**src/hw/rtl/dsc_pkg.sv**
```systemverilog
package dsc_pkg;

	localparam int WORD_SLOTS_DEF   = 16;
	localparam int MAX_WORD_LEN_DEF = 16;

	typedef enum logic [1:0] {
		CMD_WRITE_CHAR = 2'd0,
		CMD_START      = 2'd1,
		CMD_TEXT       = 2'd2
	} cmd_t;

	typedef enum logic [1:0] {
		ST_IDLE,
		ST_SLOT,
		ST_CMP,
		ST_DONE
	} state_t;

endpackage

```
**src/hw/rtl/dictionary_segmentation_check_core.sv**
```systemverilog
// Word-break checker. Load the dictionary with write-character beats (slot, character
// position, slot length, byte), send a start beat to clear the text, then send one text
// beat per byte; each beat returns one segmentable flag, 1 when all text since the start
// splits into dictionary words. Dictionary writes and start beats go from accept to the
// done state and from there into the output register. A text byte walks the slots in
// order through the single read port of the word-character memory: a slot that cannot
// match (unused, overlong, or with no segmentable prefix in front of it) is skipped in
// the slot state, a candidate slot is read and its characters are then compared one at
// a time in the compare state, and the walk stops at the first full match. The next
// beat is taken as soon as the result is in the output register, whether or not it
// has been taken yet. The word-character memory has no reset; read only slots written.
module dictionary_segmentation_check_core #(
	parameter int WORD_SLOTS   = dsc_pkg::WORD_SLOTS_DEF,
	parameter int MAX_WORD_LEN = dsc_pkg::MAX_WORD_LEN_DEF
) (
	input  logic       clk,
	input  logic       arst_n,
	input  logic       in_valid,
	output logic       in_ready,
	input  logic [1:0] cmd,
	input  logic [3:0] word_slot,
	input  logic [3:0] char_index,
	input  logic [4:0] word_len,
	input  logic [7:0] char_value,
	output logic       out_valid,
	input  logic       out_ready,
	output logic       segmentable
);

	localparam int SLOT_W = (WORD_SLOTS > 1) ? $clog2(WORD_SLOTS) : 1;
	localparam int K_W    = (MAX_WORD_LEN > 1) ? $clog2(MAX_WORD_LEN) : 1;
	localparam int DEPTH  = WORD_SLOTS * MAX_WORD_LEN;
	localparam int ADDR_W = (DEPTH > 1) ? $clog2(DEPTH) : 1;

	dsc_pkg::state_t state_q, state_d;

	logic [7:0]        mem [DEPTH];
	logic [7:0]        rd_data_s1;
	logic [4:0]        len_q  [WORD_SLOTS];
	logic [7:0]        text_q [MAX_WORD_LEN];
	logic [MAX_WORD_LEN-1:0] hist_q;

	logic [SLOT_W-1:0] slot_q;
	logic [K_W-1:0]    k_q;
	logic              flag_q;
	logic              text_item_q;
	logic              out_valid_q;
	logic              seg_q;

	logic              accept;
	logic              load_out;
	logic [4:0]        cur_len;
	logic [4:0]        cur_len_m1;
	logic              slot_elig;
	logic              last_slot;
	logic              last_k;
	logic              char_eq;
	logic              rd_en;
	logic [K_W-1:0]    rd_k;
	logic [ADDR_W-1:0] rd_addr;
	logic [SLOT_W-1:0] wr_slot;
	logic              wr_slot_ok;
	logic              wr_char_ok;
	logic [ADDR_W-1:0] wr_addr;

	assign cur_len    = len_q[slot_q];
	assign cur_len_m1 = cur_len - 5'd1;
	assign wr_slot    = SLOT_W'(word_slot);
	assign wr_slot_ok = 32'(word_slot) < WORD_SLOTS;
	assign wr_char_ok = 32'(char_index) < MAX_WORD_LEN;
	assign wr_addr    = ADDR_W'(wr_slot) * ADDR_W'(MAX_WORD_LEN) + ADDR_W'(K_W'(char_index));
	assign rd_addr    = ADDR_W'(slot_q) * ADDR_W'(MAX_WORD_LEN) + ADDR_W'(rd_k);

	// Datapath decode and handshake outputs
	always_comb begin
		in_ready  = (state_q == dsc_pkg::ST_IDLE);
		accept    = in_valid && in_ready;
		load_out  = (state_q == dsc_pkg::ST_DONE) && (!out_valid_q || out_ready);
		slot_elig = (cur_len != 5'd0) && (32'(cur_len) <= MAX_WORD_LEN)
			&& hist_q[K_W'(cur_len_m1)];
		last_slot = (32'(slot_q) == WORD_SLOTS - 1);
		last_k    = (k_q == K_W'(cur_len_m1));
		char_eq   = (rd_data_s1 == text_q[K_W'(cur_len_m1) - k_q]);
		rd_en     = 1'b0;
		rd_k      = '0;
		case (state_q)
			dsc_pkg::ST_SLOT: begin
				rd_en = slot_elig;
			end
			dsc_pkg::ST_CMP: begin
				rd_en = char_eq && !last_k;
				rd_k  = k_q + K_W'(1);
			end
			default: begin
				rd_en = 1'b0;
			end
		endcase
	end

	always_comb begin
		state_d = state_q;
		case (state_q)
			dsc_pkg::ST_IDLE: begin
				if (accept) begin
					state_d = (cmd == dsc_pkg::CMD_TEXT) ? dsc_pkg::ST_SLOT : dsc_pkg::ST_DONE;
				end
			end
			dsc_pkg::ST_SLOT: begin
				if (slot_elig) state_d = dsc_pkg::ST_CMP;
				else if (last_slot) state_d = dsc_pkg::ST_DONE;
			end
			dsc_pkg::ST_CMP: begin
				if (char_eq) begin
					if (last_k) state_d = dsc_pkg::ST_DONE;
				end else begin
					state_d = last_slot ? dsc_pkg::ST_DONE : dsc_pkg::ST_SLOT;
				end
			end
			dsc_pkg::ST_DONE: begin
				if (load_out) state_d = dsc_pkg::ST_IDLE;
			end
			default: begin
				state_d = dsc_pkg::ST_IDLE;
			end
		endcase
	end

	always_ff @(posedge clk) begin
		if (accept && cmd == dsc_pkg::CMD_WRITE_CHAR && wr_slot_ok && wr_char_ok) begin
			mem[wr_addr] <= char_value;
		end
		if (rd_en) begin
			rd_data_s1 <= mem[rd_addr];
		end
	end

	always_ff @(posedge clk or negedge arst_n) begin
		if (!arst_n) begin
			state_q     <= dsc_pkg::ST_IDLE;
			out_valid_q <= 1'b0;
			seg_q       <= 1'b0;
			slot_q      <= '0;
			k_q         <= '0;
			flag_q      <= 1'b0;
			text_item_q <= 1'b0;
			hist_q      <= MAX_WORD_LEN'(1);
			for (int i = 0; i < WORD_SLOTS; i++) len_q[i] <= '0;
			for (int i = 0; i < MAX_WORD_LEN; i++) text_q[i] <= '0;
		end else begin
			state_q <= state_d;
			if (accept) begin
				slot_q      <= '0;
				text_item_q <= (cmd == dsc_pkg::CMD_TEXT);
				flag_q      <= (cmd == dsc_pkg::CMD_START);
				case (dsc_pkg::cmd_t'(cmd))
					dsc_pkg::CMD_WRITE_CHAR: begin
						if (wr_slot_ok) len_q[wr_slot] <= word_len;
					end
					dsc_pkg::CMD_START: begin
						hist_q <= MAX_WORD_LEN'(1);
						for (int i = 0; i < MAX_WORD_LEN; i++) text_q[i] <= '0;
					end
					dsc_pkg::CMD_TEXT: begin
						text_q[0] <= char_value;
						for (int i = 1; i < MAX_WORD_LEN; i++) text_q[i] <= text_q[i-1];
					end
					default: begin
					end
				endcase
			end
			case (state_q)
				dsc_pkg::ST_SLOT: begin
					if (slot_elig) k_q <= '0;
					else if (!last_slot) slot_q <= slot_q + SLOT_W'(1);
				end
				dsc_pkg::ST_CMP: begin
					if (char_eq) begin
						if (last_k) flag_q <= 1'b1;
						else k_q <= rd_k;
					end else if (!last_slot) begin
						slot_q <= slot_q + SLOT_W'(1);
					end
				end
				default: begin
				end
			endcase
			if (load_out) begin
				out_valid_q <= 1'b1;
				seg_q       <= flag_q;
				// advance the prefix history by one text byte
				if (text_item_q) hist_q <= {hist_q[MAX_WORD_LEN-2:0], flag_q};
			end else if (out_valid_q && out_ready) begin
				out_valid_q <= 1'b0;
			end
		end
	end

	assign out_valid   = out_valid_q;
	assign segmentable = seg_q;

	a_cmp_entry: assert property (@(posedge clk) disable iff (!arst_n)
		(state_q == dsc_pkg::ST_CMP) |->
			($past(state_q) == dsc_pkg::ST_SLOT || $past(state_q) == dsc_pkg::ST_CMP))
		else $error("compare state entered without a slot read");

	a_start_flag: assert property (@(posedge clk) disable iff (!arst_n)
		(accept && cmd == dsc_pkg::CMD_START) |=> (flag_q && state_q == dsc_pkg::ST_DONE))
		else $error("start beat did not report the empty text as segmentable");

	a_load_out: assert property (@(posedge clk) disable iff (!arst_n)
		load_out |=> (out_valid_q && seg_q == $past(flag_q) && in_ready))
		else $error("result not loaded into the output register");

endmodule
```
**config.mk**
```make
export PLATFORM = sky130hd
export DESIGN_NAME = dictionary_segmentation_check_core
export DESIGN_NICKNAME = d
export VERILOG_FILES = /design/src/hw/rtl/dsc_pkg.sv /design/src/hw/rtl/dictionary_segmentation_check_core.sv
export SDC_FILE = /design/constraint.sdc
export NUM_CORES = 2
export LEC_CHECK = 0
export BUFFER_PORTS_ARGS = -buffer_cell sky130_fd_sc_hd__buf_2
export CORE_MARGIN = 4
export CORE_UTILIZATION = 30
export CTS_CLUSTER_SIZE = 8
export DETAILED_ROUTE_END_ITERATION = 7
export GPL_TIMING_DRIVEN = 0
export PLACE_DENSITY = 0.42
export SYNTH_ARGS = -nofsm -noshare
export SYNTH_HDL_FRONTEND = slang
export SYNTH_SLANG_ARGS = --single-unit
```
**constraint.sdc**
```tcl
create_clock -name clk -period 12.5 [get_ports clk]
set_clock_uncertainty 0.2 [all_clocks]
set_input_delay 1.875 -clock clk [delete_from_list [all_inputs] [get_ports clk]]
set_output_delay 1.875 -clock clk [all_outputs]
set_load 0.03 [all_outputs]
```
==> impl_metrics.tcl <==
set metrics [dict create \
    min-delay-start "text_q[5]$_DFFE_PN0P_" \
    slowest_stage "a21boi_1" \
    clock-root-buffer "clkbuf_16" \
    use_met3 0.0299 \
    worst_hold_path.num_cells 2 \
    via_count 57473 \
    power_density_nw_per_um2 207 \
    r2r_start "slot_q[1]$_DFF_PN0_" \
    tns_ns 0 \
    async_flop_share 0.104 \
    peakVddDrop_mv 0.119 \
    cts.sink_count 2294 \
    grt_use_total 0.213 \
    hold_viol 0 \
    fp.coreArea_um2 307000 \
    reg2reg_slack_ns 3.59 \
    fp.dieArea_um2 318000 \
    setup_viol 0 \
    period_needed_ns 8.91 \
    rows 203 \
    crit_type "reg2reg" \
    worstHoldPathType "reg2reg" \
    syn_nets 6005 \
    drt-total-wl_mm 347 \
    r2r-end "rd_data_s1[3]$_DFFE_PP_" \
    drt_iter0_markers 6951 \
    clock_latency_ns 0.90 \
    pin_count 30 \
    crit_required_ns 12.77 \
    seqCellArea_um2 67700 \
    rsz0062_at_grt "false" \
    area_growth_pct 16.1 \
    cts_tree "built" \
    crit_cells 18 \
    cap_violations 1 \
    status "finished with violations" \
    violations "max-capacitance violations, max-slew violations" \
    fill_cells 29442 \
    finalCritPeriodShare 0.713 \
    avgSynthCellArea_um2 15.5 \
    ant_nets 0 \
    vias_per_cell 5.47 \
    crit_fanout 10 \
    whs_endpoint "text_q[5]$_DFFE_PN0P_" \
    grt_pass1_vias 56601 \
    cts_hold_buffers 0 \
    grt_util_met2 0.338 \
    multi_input_area_um2 23000 \
    yosysSeqAreaShare 0.731 \
    drc_errors 0 \
    design_area_um2 108000 \
    place.gp.congestion 0.890 \
    syn-cell-area_um2 92600 \
    antenna_found_initial 22 \
    postCtsSetupRepairBufs 0 \
    ys_warn_count 0 \
    dieWidth_um 564 \
    synthDistinctLibCells 63 \
    drive_gt1_frac 0.135 \
    grt_max_degree 128 \
    clk_path_buf_depth 4 \
    io_buffer_count 29 \
    die_h_um 564 \
    gr-usage-met1 0.304 \
    hpwl_mm 236 \
    synth_seq_cells 2294 \
    fmax_ghz 0.112 \
    cts_resized 0 \
    synth_ff_type "edfxtp_1" \
    syn_inst 5963 \
    htreeDepth 5 \
    cp-start-kind "register" \
    numCtsBuffers 330 \
    grt_pass1_wl_mm 475 \
    worstRegToRegCells 18 \
    slew_violations 10 \
    firstDrtPassIters 6 \
    crit_family "buffers and inverters" \
    cp_common_cell "mux2i_1" \
    worstPathArrival_ns 9.19 \
    place_area_um2 98800 \
    synth_edf_count 2056 \
    crit_chain "buf_2 > buf_6 > inv_1 > mux2i_1 > mux2i_1 > inv_1 > ha_1 > fa_1 > clkbuf_1 > clkbuf_1 > clkbuf_1 > mux4_2 > mux2i_1 > mux2i_1 > xor2_1 > nor4_4 > nand3_2 > a21boi_1" \
    utilization 0.351 \
    critical_path_buf_inv_count 7 \
    grt-busiest-layer "met2" \
    wl_per_cell_um 33.0 \
    grt_overflow 0 \
    slew_headroom -0.00246 \
    p_leak_nw 34.3 \
    cpPeakStageDelay_ns 0.85 \
    tightest_slew_ns 1.50 \
    cp-end-kind "register" \
    num-nets-final 6394 \
    path_clk_slew_ns 0.05 \
    initial_core_util 0.302 \
]
[worst register-to-register path, cell delays in order, from the launching register on]
cell	delay, ns
dfrtp_1	0.38
buf_2	0.20
buf_6	0.18
inv_1	0.35
mux2i_1	0.26
mux2i_1	0.81
inv_1	0.16
ha_1	0.37
fa_1	0.71
clkbuf_1	0.70
clkbuf_1	0.72
clkbuf_1	0.77
mux4_2	0.45
mux2i_1	0.28
mux2i_1	0.18
xor2_1	0.19
nor4_4	0.53
nand3_2	0.24
a21boi_1	0.85
[layout by cell type (no fill, tap or decap), types with 27 or more instances in the layout]
master     instances
a211oi_1         129
a21oi_1           79
a311oi_1         168
a31oi_1           89
buf_1             58
buf_2             50
clkbuf_1         383
clkbuf_16        335
clkbuf_2          27
dfrtp_1          237
edfxtp_1        2056
mux2_2            95
mux2i_1          121
mux4_2           283
nand2_1          945
nand3_1          129
nor2_1           278
nor2b_1          110
o21ai_0          263
o221ai_1         128
o22ai_1          197
[metrics by stage]
stage,setup slack (ns),instances,hold WS [ns],power [mW]
floorplan,6.43,5963,0.245,11.6
global placement,3.14,10092,0.261,14.3
detailed placement,2.98,10120,0.274,14.3
CTS,2.96,10504,0.286,22.3
global route,3.07,10506,0.306,22.9
finish,3.59,10514,0.279,22.2
[per-layer routing]
layer	wire, µm	share of wire
met1	153000	0.44
met2	160000	0.46
met3	21900	0.063
met4	11500	0.033
met5	0	0
[power by group]
| group | switching [mW] | leakage, nW | internal (mW) |
|---|---|---|---|
| clock network | 3.25 | 4.28 | 4.74 |
| logic | 4.04 | 8.21 | 1.67 |
| registers | 0.0625 | 21.8 | 8.45 |
[sequential cells by signal, summed over array words and instances, names as in the netlist]
name	flops
flag_q	1
hist_q	16
k_q	4
len_q	80
mem	2048
out_valid	1
rd_data_s1	8
segmentable	1
slot_q	4
state_q	2
text_item_q	1
text_q	128
[Yosys cell counts, types with 7 or more instances]
| master | instances | share of area |
|---|---|---|
| mux2i_1 | 121 | 0.013 |
| buf_1 | 68 | 0.0028 |
| edfxtp_1 | 2056 | 0.67 |
| a31oi_1 | 89 | 0.0060 |
| nor4_1 | 20 | 0.0014 |
| buf_2 | 21 | 0.0011 |
| o22ai_1 | 197 | 0.013 |
| ha_1 | 14 | 0.0019 |
| mux4_2 | 283 | 0.069 |
| a21oi_1 | 79 | 0.0043 |
| a2111oi_0 | 9 | 0.00085 |
| a211oi_1 | 129 | 0.010 |
| clkbuf_1 | 376 | 0.015 |
| mux2_2 | 95 | 0.012 |
| nor2_1 | 278 | 0.011 |
| inv_1 | 17 | 0.00069 |
| o211ai_1 | 17 | 0.0014 |
| nand4_1 | 19 | 0.0013 |
| and2_1 | 7 | 0.00047 |
| nor2b_1 | 110 | 0.0074 |
| a311oi_1 | 168 | 0.016 |
| o221ai_1 | 128 | 0.012 |
| nand3_1 | 129 | 0.0070 |
| nand2_1 | 945 | 0.038 |
| dfrtp_1 | 237 | 0.064 |
| o21ai_0 | 263 | 0.014 |
[cells by family (layout without fill, tap and decap cells)]
logic type,Yosys count,count (layout),share of synthesized area
AO/OA/AOI/OAI,1121,1121,0.0830
XOR/XNOR,8,8,0.000757
adder cells (fa/ha/maj),15,15,0.00211
buffers and inverters,490,931,0.0204
flip-flops,2294,2294,0.731
multiplexers,499,499,0.0935
other,0,10,0
AND/OR/NAND/NOR,1536,1536,0.0693
[how the worst max path moves through the flow]
stage / from / end
after floorplan: slot_q[2]$_DFF_PN0_ / rd_data_s1[0]$_DFFE_PP_
after global placement: slot_q[1]$_DFF_PN0_ / rd_data_s1[3]$_DFFE_PP_
after detailed placement: slot_q[1]$_DFF_PN0_ / rd_data_s1[5]$_DFFE_PP_
after CTS: slot_q[1]$_DFF_PN0_ / rd_data_s1[3]$_DFFE_PP_
after global routing: slot_q[1]$_DFF_PN0_ / rd_data_s1[3]$_DFFE_PP_
final: slot_q[1]$_DFF_PN0_ / rd_data_s1[3]$_DFFE_PP_
[area by class of cell]
| type | instances | share of cell area |
|---|---|---|
| multi-input cells | 3179 | 0.214 |
| inverters | 19 | 0.000663 |
| flip-flops and latches | 2294 | 0.629 |
| clock inverters | 18 | 0.00244 |
| clock buffers | 366 | 0.0790 |
| repair buffers | 57 | 0.00921 |
| well taps | 4100 | 0.0477 |
| diodes | 10 | 0.000233 |
| plain buffers | 471 | 0.0173 |
(Power assumes the default switching activity.)
